--- src/rtl/baro_temp_compensation_unit_defines.svh ---
// Assertion macros shared by the compensation unit RTL.
// Depends on nothing; expects clk and rst_n in the scope of use.
`ifndef BARO_TEMP_COMPENSATION_UNIT_DEFINES_SVH
`define BARO_TEMP_COMPENSATION_UNIT_DEFINES_SVH

// Check a condition in the same cycle.
`define BTC_ASSERT_NOW(label, ante, cons, msg) \
  label: assert property (@(posedge clk) disable iff (!rst_n) (ante) |-> (cons)) \
    else $error(msg);

// Check a condition in the next cycle.
`define BTC_ASSERT_NEXT(label, ante, cons, msg) \
  label: assert property (@(posedge clk) disable iff (!rst_n) (ante) |=> (cons)) \
    else $error(msg);

`endif

--- src/rtl/btc_pkg.sv ---
// Types and constants of the barometric compensation unit.
// Used by every RTL module of the block; depends on nothing.
`default_nettype none
package btc_pkg;

  localparam int QW = 37;
  localparam int RW = 40;
  localparam int NW = 76;

  localparam logic [35:0] QUOT_LIMIT = 36'hF_FFFF_FFFF;

  localparam logic [1:0] REG_TEMP_CAL = 2'd0;
  localparam logic [1:0] REG_PRES_CAL_A = 2'd1;
  localparam logic [1:0] REG_PRES_CAL_B = 2'd2;
  localparam logic [1:0] REG_PRES_CAL_C = 2'd3;

  typedef struct packed {
    logic [15:0] p9;
    logic [15:0] p8;
    logic [15:0] p7;
    logic [15:0] p6;
    logic [15:0] p5;
    logic [15:0] p4;
    logic [15:0] p3;
    logic [15:0] p2;
    logic [15:0] p1;
    logic [15:0] t3;
    logic [15:0] t2;
    logic [15:0] t1;
  } btc_cal_t;

  typedef struct packed {
    logic          valid;
    logic          inval;
    logic          sign;
    logic          sat;
    logic [15:0]   tc;
    logic [RW-1:0] ad;
    logic [RW-1:0] rem;
    logic [QW-1:0] lo;
  } btc_div_word_t;

endpackage
`default_nettype wire

--- src/rtl/btc_div_cell.sv ---
// One restoring division cell: one quotient bit per cycle while en is high.
// Depends on btc_pkg for the division word type.
`default_nettype none
module btc_div_cell (
  input  wire logic                  clk,
  input  wire logic                  rst_n,
  input  wire logic                  en,
  input  wire btc_pkg::btc_div_word_t word_i,
  output btc_pkg::btc_div_word_t     word_o
);

  btc_pkg::btc_div_word_t word_r, word_nxt;
  logic [btc_pkg::RW:0]   trial;
  logic [btc_pkg::RW:0]   diff;
  logic                   ge;

  always_comb begin
    trial = {word_i.rem, word_i.lo[btc_pkg::QW-1]};
    diff = trial - {1'b0, word_i.ad};
    ge = trial >= {1'b0, word_i.ad};
    word_nxt = word_i;
    word_nxt.rem = ge ? diff[btc_pkg::RW-1:0] : trial[btc_pkg::RW-1:0];
    word_nxt.lo = {word_i.lo[btc_pkg::QW-2:0], ge};
  end

  always_ff @(posedge clk) begin
    if (!rst_n) begin
      word_r.valid <= 1'b0;
    end else if (en) begin
      word_r.valid <= word_nxt.valid;
    end
    if (en) begin
      word_r.inval <= word_nxt.inval;
      word_r.sign <= word_nxt.sign;
      word_r.sat <= word_nxt.sat;
      word_r.tc <= word_nxt.tc;
      word_r.ad <= word_nxt.ad;
      word_r.rem <= word_nxt.rem;
      word_r.lo <= word_nxt.lo;
    end
  end

  assign word_o = word_r;

endmodule
`default_nettype wire

--- config.mk ---
export PLATFORM = sky130hd
export DESIGN_NAME = btc_div_cell
export DESIGN_NICKNAME = d
export VERILOG_FILES = /design/src/rtl/baro_temp_compensation_unit_defines.svh /design/src/rtl/btc_pkg.sv /design/src/rtl/btc_div_cell.sv
export SDC_FILE = /design/constraint.sdc
export NUM_CORES = 1
export LEC_CHECK = 0
export BUFFER_PORTS_ARGS = -buffer_cell sky130_fd_sc_hd__buf_4
export CAP_MARGIN = 10
export CORE_MARGIN = 2
export CORE_UTILIZATION = 45
export CTS_CLUSTER_SIZE = 40
export DETAILED_ROUTE_END_ITERATION = 10
export PLACE_DENSITY = 0.84
export SLEW_MARGIN = 30
export SYNTH_ARGS = -nofsm -noshare
export SYNTH_HDL_FRONTEND = slang
export SYNTH_SLANG_ARGS = --single-unit
--- constraint.sdc ---
create_clock -name clk -period 4.2 [get_ports clk]
set_clock_uncertainty 0.15 [all_clocks]
set_input_delay 0.63 -clock clk [delete_from_list [all_inputs] [get_ports clk]]
set_output_delay 0.63 -clock clk [all_outputs]
set_load 0.005 [all_outputs]
==> reports/qor.txt, run 1 <==
status: finished clean
Antenna Cells: 0
Final Slew Violations: 0
met1 Track Usage GR: 26.0%
clk buf depth: 2
layout cells sized above 1: 37.1%
Chip Height: 129 um
post-route cell area: 9820 um^2
setup violators final: 0
# nets final: 1065
initial DRC count: 446
post-route minimum period: 3.41 ns
largest net degree at the start of global routing: 116
DP HPWL: 14700 um
final hold violations: 0
Area Growth Syn to Fin: 40.3%
most frequent cells in the layout: buf_4 (281), edfxtp_1 (136), nand2_1 (70)
initial antenna violation count: 0
top post-synthesis cells by area: edfxtp_1 (58%), ha_1 (7.2%), nand2_1 (3.8%)
TritonCTS clock tree: done
M3 GR Usage: 7.90%
setup TNS: 0 ns
Routability Congestion: 0.872
Distinct cells, synth: 63
clock root buffer: clkbuf_16
RSZ-0062 raised after global routing: false
clock sinks: 137
Leak: 4.26 nW
min-delay worst type: input pin to flip-flop
Gate Count Post-Synth: 604
die footprint: 16600 um^2
number of synthesized register bits: 137
slew margin rel.: 42.2%
Num CTS Buffers: 17
MaxCap Viol Count: 0
gr usage total: 22.7%
crit start category: input pin
antenna viol nets, final: 0
fin util: 64.6%
Ports: 277
cts repair resizes: 0
Largest register FFs: 137
GRT overflow: 0
Reg clk slew, reported paths: 0.07 ns
fillers: 1204
Global Route met2 Usage: 39.6%
crit share post-route: 81.1%
global-route wire length before repair: 28500 um
critical path data arrival time: 3.43 ns
routed vias/inst: 5.32
overall power: 0.00397 W
crit path max fanout: 4
Port Buffer Count: 276
YS warnings: 0
CTS H-tree depth: 4
kind of end point of the critical path: flip-flop
top cell type's share of synthesized area: 58.4%
number of synthesized flops with an enable pin: 136
ys async rst share: 0%
Critical Path RT: 4.22 ns
Worst Max-Slew Pin Slew: 0.868 ns
DP Area: 9260 um^2
post-CTS setup buffer count: 0
Worst-Skew Late Latency: 0.42 ns
sequential fraction of the synthesis area: 58.6%
number of core rows: 45
Pwr Density: 404 nW/um^2
Mapped Avg Cell Area: 11.6 um^2
Post-Syn Area: 7000 um^2
Post-Syn Nets: 785
DR DRC count: 0
die span in x: 129 um
vias in the first global route: 5657
CORE AREA: 15200 um^2
ys flop type: edfxtp_1
peak supply drop: 0.336 mV
Starting Density: 46.0%
fmax: 0.293 GHz
CP Class: input pin to flip-flop
total wire length: 19100 um
DR vias: 5771
most used routing layer in global routing: met2
Pre-antenna DRT Iters: 7
commonest non-fill, non-tap cell in the layout: buf_4
leading area contributor after synthesis: edfxtp_1
Post-CTS Hold Buffers: 0
drt wl/cell: 17.6 um
-- cell families after synthesis --
logic type / after synthesis / synth area share, %
compound gates: 159 / 14.2
xor+xnor: 33 / 4.13
fa+ha+maj: 41 / 7.44
buf+inv: 69 / 4.04
flops: 137 / 58.6
mux: 3 / 0.447
simple gates: 162 / 11.1
-- path summary, 6_finish.rpt --
path / from / end / slack [ns] / depth (start not counted)
min reg2reg: word_o[136] / word_o[136] / 0.40 / 2
max reg2reg: word_o[136] / word_o[136] / 3.43 / 2
min: word_i[129] / word_o[129] / 0.23 / 1
max: word_i[36] / word_o[75] / 0.79 / 14
-- cell type report --
| cell class | instances | area, um^2 | area share, % |
|---|---|---|---|
| flip-flops and latches | 137 | 4100 | 41.8 |
| multi-input cells | 398 | 2620 | 26.7 |
| repair buffers | 282 | 2120 | 21.6 |
| clock buffers | 19 | 433 | 4.41 |
| well taps | 188 | 235 | 2.40 |
| inverters | 48 | 180 | 1.84 |
| clock inverters | 13 | 120 | 1.22 |
-- cell usage after synthesis (4+ instances only) --
cell and instances:
edfxtp_1 136, nand2_1 70, inv_1 46, a21oi_1 41, ha_1 40, o21ai_0 37
nor2_1 25, o21ai_1 21, nand3_1 17, xnor2_1 17, xor2_1 16, buf_2 13
a21o_1 12, nor3_1 12, clkbuf_1 6, nand4_1 6, nor2b_1 6, o21a_1 6
a211oi_1 5, a31oi_1 5, nand2b_1 4, o21ai_2 4
-- through the flow --
step,hold slack (ns),worst slack [ns],cells
2_1_floorplan,0.357,0.832,604
3_5_place_dp,0.394,0.365,1053
4_1_cts,0.219,0.818,1085
3_3_place_gp,0.349,0.449,1053
5_1_grt,0.211,0.622,1085
6_report,0.229,0.792,1085
-- layer usage --
layer  up-vias  wire, um
met3        31      1690
met5         -         0
met4         0       471
met2       251      9690
li1       2779         -
met1      2710      7200
-- power by group --
part	leakage, nW	switching, W	internal, W
clock	0.264	0.000580	0.000817
sequential	1.34	0.0000408	0.00168
combinational	2.66	0.000428	0.000425
total	4.26	0.00105	0.00292
-- critical path, cell delays in order --
cell,delay [ns]
buf_4,0.08
inv_1,0.04
ha_1,0.21
fa_1,0.39
nand2b_1,0.18
a21oi_1,0.17
nor2_1,0.12
o31ai_2,0.30
a21oi_1,0.19
o31a_1,0.35
o21ai_1,0.37
a211oi_1,0.15
xor2_1,0.16
o21ai_1,0.07
Note: power is estimated with default switching activity, not from simulation.
==> inputs of run 2 (changes only) <==
--- a/config.mk
+++ b/config.mk
@@ -5,13 +5,14 @@
 export SDC_FILE = /design/constraint.sdc
 export NUM_CORES = 1
 export LEC_CHECK = 0
+export ABC_AREA = 1
 export BUFFER_PORTS_ARGS = -buffer_cell sky130_fd_sc_hd__buf_4
 export CAP_MARGIN = 10
 export CORE_MARGIN = 2
 export CORE_UTILIZATION = 45
 export CTS_CLUSTER_SIZE = 40
 export DETAILED_ROUTE_END_ITERATION = 10
-export PLACE_DENSITY = 0.84
+export PLACE_DENSITY = 0.85
 export SLEW_MARGIN = 30
 export SYNTH_ARGS = -nofsm -noshare
 export SYNTH_HDL_FRONTEND = slang
==> constraint.sdc (replaced) <==
create_clock -name clk -period 2.85 [get_ports clk]
set_clock_uncertainty 0.15 [all_clocks]
set_input_delay 0.4275 -clock clk [delete_from_list [all_inputs] [get_ports clk]]
set_output_delay 0.4275 -clock clk [all_outputs]
set_load 0.005 [all_outputs]
==> run 2 against run 1 <==
  * Highest routed layer unchanged
  * Largest power group unchanged
  * Area after synthesis rose by 16%
  * Total power rose by 57%
  * Die area rose by 15%
  * Non-clock buffer count rose by 10
  * Register-to-register slack got worse by 1.4 ns
  * Clock power rose by 62%
==> reports/qor.txt, run 2 <==
Synth top cells by count: nand2_1 (332), inv_1 (169), edfxtp_1 (136)
CTS H-tree depth: 4
clk buf depth: 2
fin util: 62.4%
hold path start: word_i[25]
M3 GR Usage: 4.43%
GRT overflow: 0
Pre-antenna DRT Iters: 5
Post-CTS Hold Buffers: 0
Port Buffer Count: 276
initial antenna violation count: 0
DR DRC count: 0
Critical Path RT: 2.99 ns
final hold violations: 0
number of core rows: 49
Worst Max-Slew Pin Slew: 0.540 ns
WHS Path Cells: 1
top cell type's share of synthesized area: 50.3%
Routability Congestion: 0.967
layout cells sized above 1: 28.9%
drt wl/cell: 16.8 um
RSZ-0062 raised after global routing: false
Pwr Density: 559 nW/um^2
YS warnings: 0
leading area contributor after synthesis: edfxtp_1
Chip Height: 138 um
peak supply drop: 0.433 mV
worst path cell trace: buf_4 -> inv_1 -> ha_1 -> nand2_1 -> nor2_1 -> nand3_1 -> nor2_2 -> nand3_2 -> nor2_4 -> nor2_4 -> nand2_4 -> buf_12 -> nand3_1 -> nand2_1
CP Class: input pin to flip-flop
crit share post-route: 86.3%
ys async rst share: 0%
Buf/Inv on CP: 3
number of synthesized register bits: 137
Global Route met2 Usage: 46.6%
initial DRC count: 381
R2R setup slack: 2.02 ns
most numerous cell in the Yosys netlist: nand2_1
die footprint: 19100 um^2
Gate Count Post-Synth: 954
kind of end point of the critical path: flip-flop
sequential fraction of the synthesis area: 50.6%
total wire length: 25100 um
# nets final: 1434
Post-Syn Nets: 1135
Num CTS Buffers: 17
clock root buffer: clkbuf_16
slowest stage delay, CP: 0.44 ns
routed vias/inst: 4.92
number of synthesized flops with an enable pin: 136
fmax: 0.407 GHz
Worst-Skew Late Latency: 0.42 ns
Final Slew Violations: 0
most used routing layer in global routing: met2
DP HPWL: 20100 um
post-CTS setup buffer count: 0
post-route cell area: 11100 um^2
status: finished clean
global-route wire length before repair: 39100 um
DR vias: 7360
DP Area: 10500 um^2
MaxCap Viol Count: 0
crit start category: input pin
min-delay worst type: input pin to flip-flop
overall power: 0.00622 W
Area Growth Syn to Fin: 37.1%
setup violators final: 0
Starting Density: 45.5%
vias in the first global route: 7273
Mapped Avg Cell Area: 8.51 um^2
met1 Track Usage GR: 33.5%
clock sinks: 137
crit path max fanout: 15
commonest non-fill, non-tap cell in the layout: nand2_1
Leak: 5.62 nW
most frequent cells in the layout: nand2_1 (332), buf_4 (287), inv_1 (169)
largest net degree at the start of global routing: 53
die span in x: 138 um
ys flop type: edfxtp_1
slew margin rel.: 64.0%
critical path data arrival time: 2.60 ns
Distinct cells, synth: 31
cts repair resizes: 0
TritonCTS clock tree: done
WHS Endpoint: word_o[26]
Antenna Cells: 0
Ports: 277
top post-synthesis cells by area: edfxtp_1 (50%), nand2_1 (15%), inv_1 (7.8%)
slowest stage cell, crit path: ha_1
post-route minimum period: 2.46 ns
gr usage total: 26.1%
worst r2r path cells: 2
FF-to-FF End: word_o[136]
CORE AREA: 17800 um^2
Post-Syn Area: 8110 um^2
Largest register FFs: 137
antenna viol nets, final: 0
critical path's top delay family: simple AND/OR/NAND/NOR gates
Reg clk slew, reported paths: 0.07 ns
FF-to-FF Start: word_o[136]
==> run 2: layout make-up <==
type	instances	area (um^2)
well taps	229	287
repair buffers	292	2250
multi-input cells	631	3250
clock inverters	14	163
inverters	174	653
flip-flops and latches	137	4100
fillers	1569	6710
clock buffers	18	429
==> run 2: worst max path at each step <==
stage,to,from,cells past startpoint,slack (ns)
after floorplan,word_o[69],word_i[36],15,0.55
after global placement,word_o[38],word_i[111],14,-0.02
after detailed placement,word_o[72],word_i[111],14,-0.07
after CTS,word_o[72],word_i[111],14,0.37
after global routing,word_o[38],word_i[111],14,0.25
final,word_o[76],word_i[111],14,0.39
==> run 2: metrics by stage <==
step                      cells  setup TNS, ns  setup WS [ns]  hold WS, ns
after floorplan             954              0          0.545        0.371
after global placement     1463        -0.0808        -0.0214        0.380
after global routing       1495              0          0.246      0.00796
after CTS                  1495              0          0.368       0.0159
after detailed placement   1463          -1.52        -0.0675        0.417
final                      1495              0          0.391       0.0260
==> run 2: cell families after synthesis <==
family,count (synthesis),synth area share [%]
and+or+nand+nor,520,28.0
buffers and inverters,186,9.42
DFF,137,50.6
AOI/OAI and AO/OA,48,3.19
adders and majority gates,41,6.41
xor gates and xnor gates,22,2.37
==> run 2: metal layers <==
layer  wire length (um)  vias up
met1              10700     3452
met5                  0        -
met4                239        0
met2              12800      257
li1                   -     3635
met3               1350       16
==> run 2: power by group <==
part | leakage, nW | switching [W] | internal [W] | total (W)
clock network | 0.282 | 0.000961 | 0.00131 | 0.00227
registers | 1.34 | 0.0000622 | 0.00247 | 0.00253
logic | 4.00 | 0.000771 | 0.000648 | 0.00142
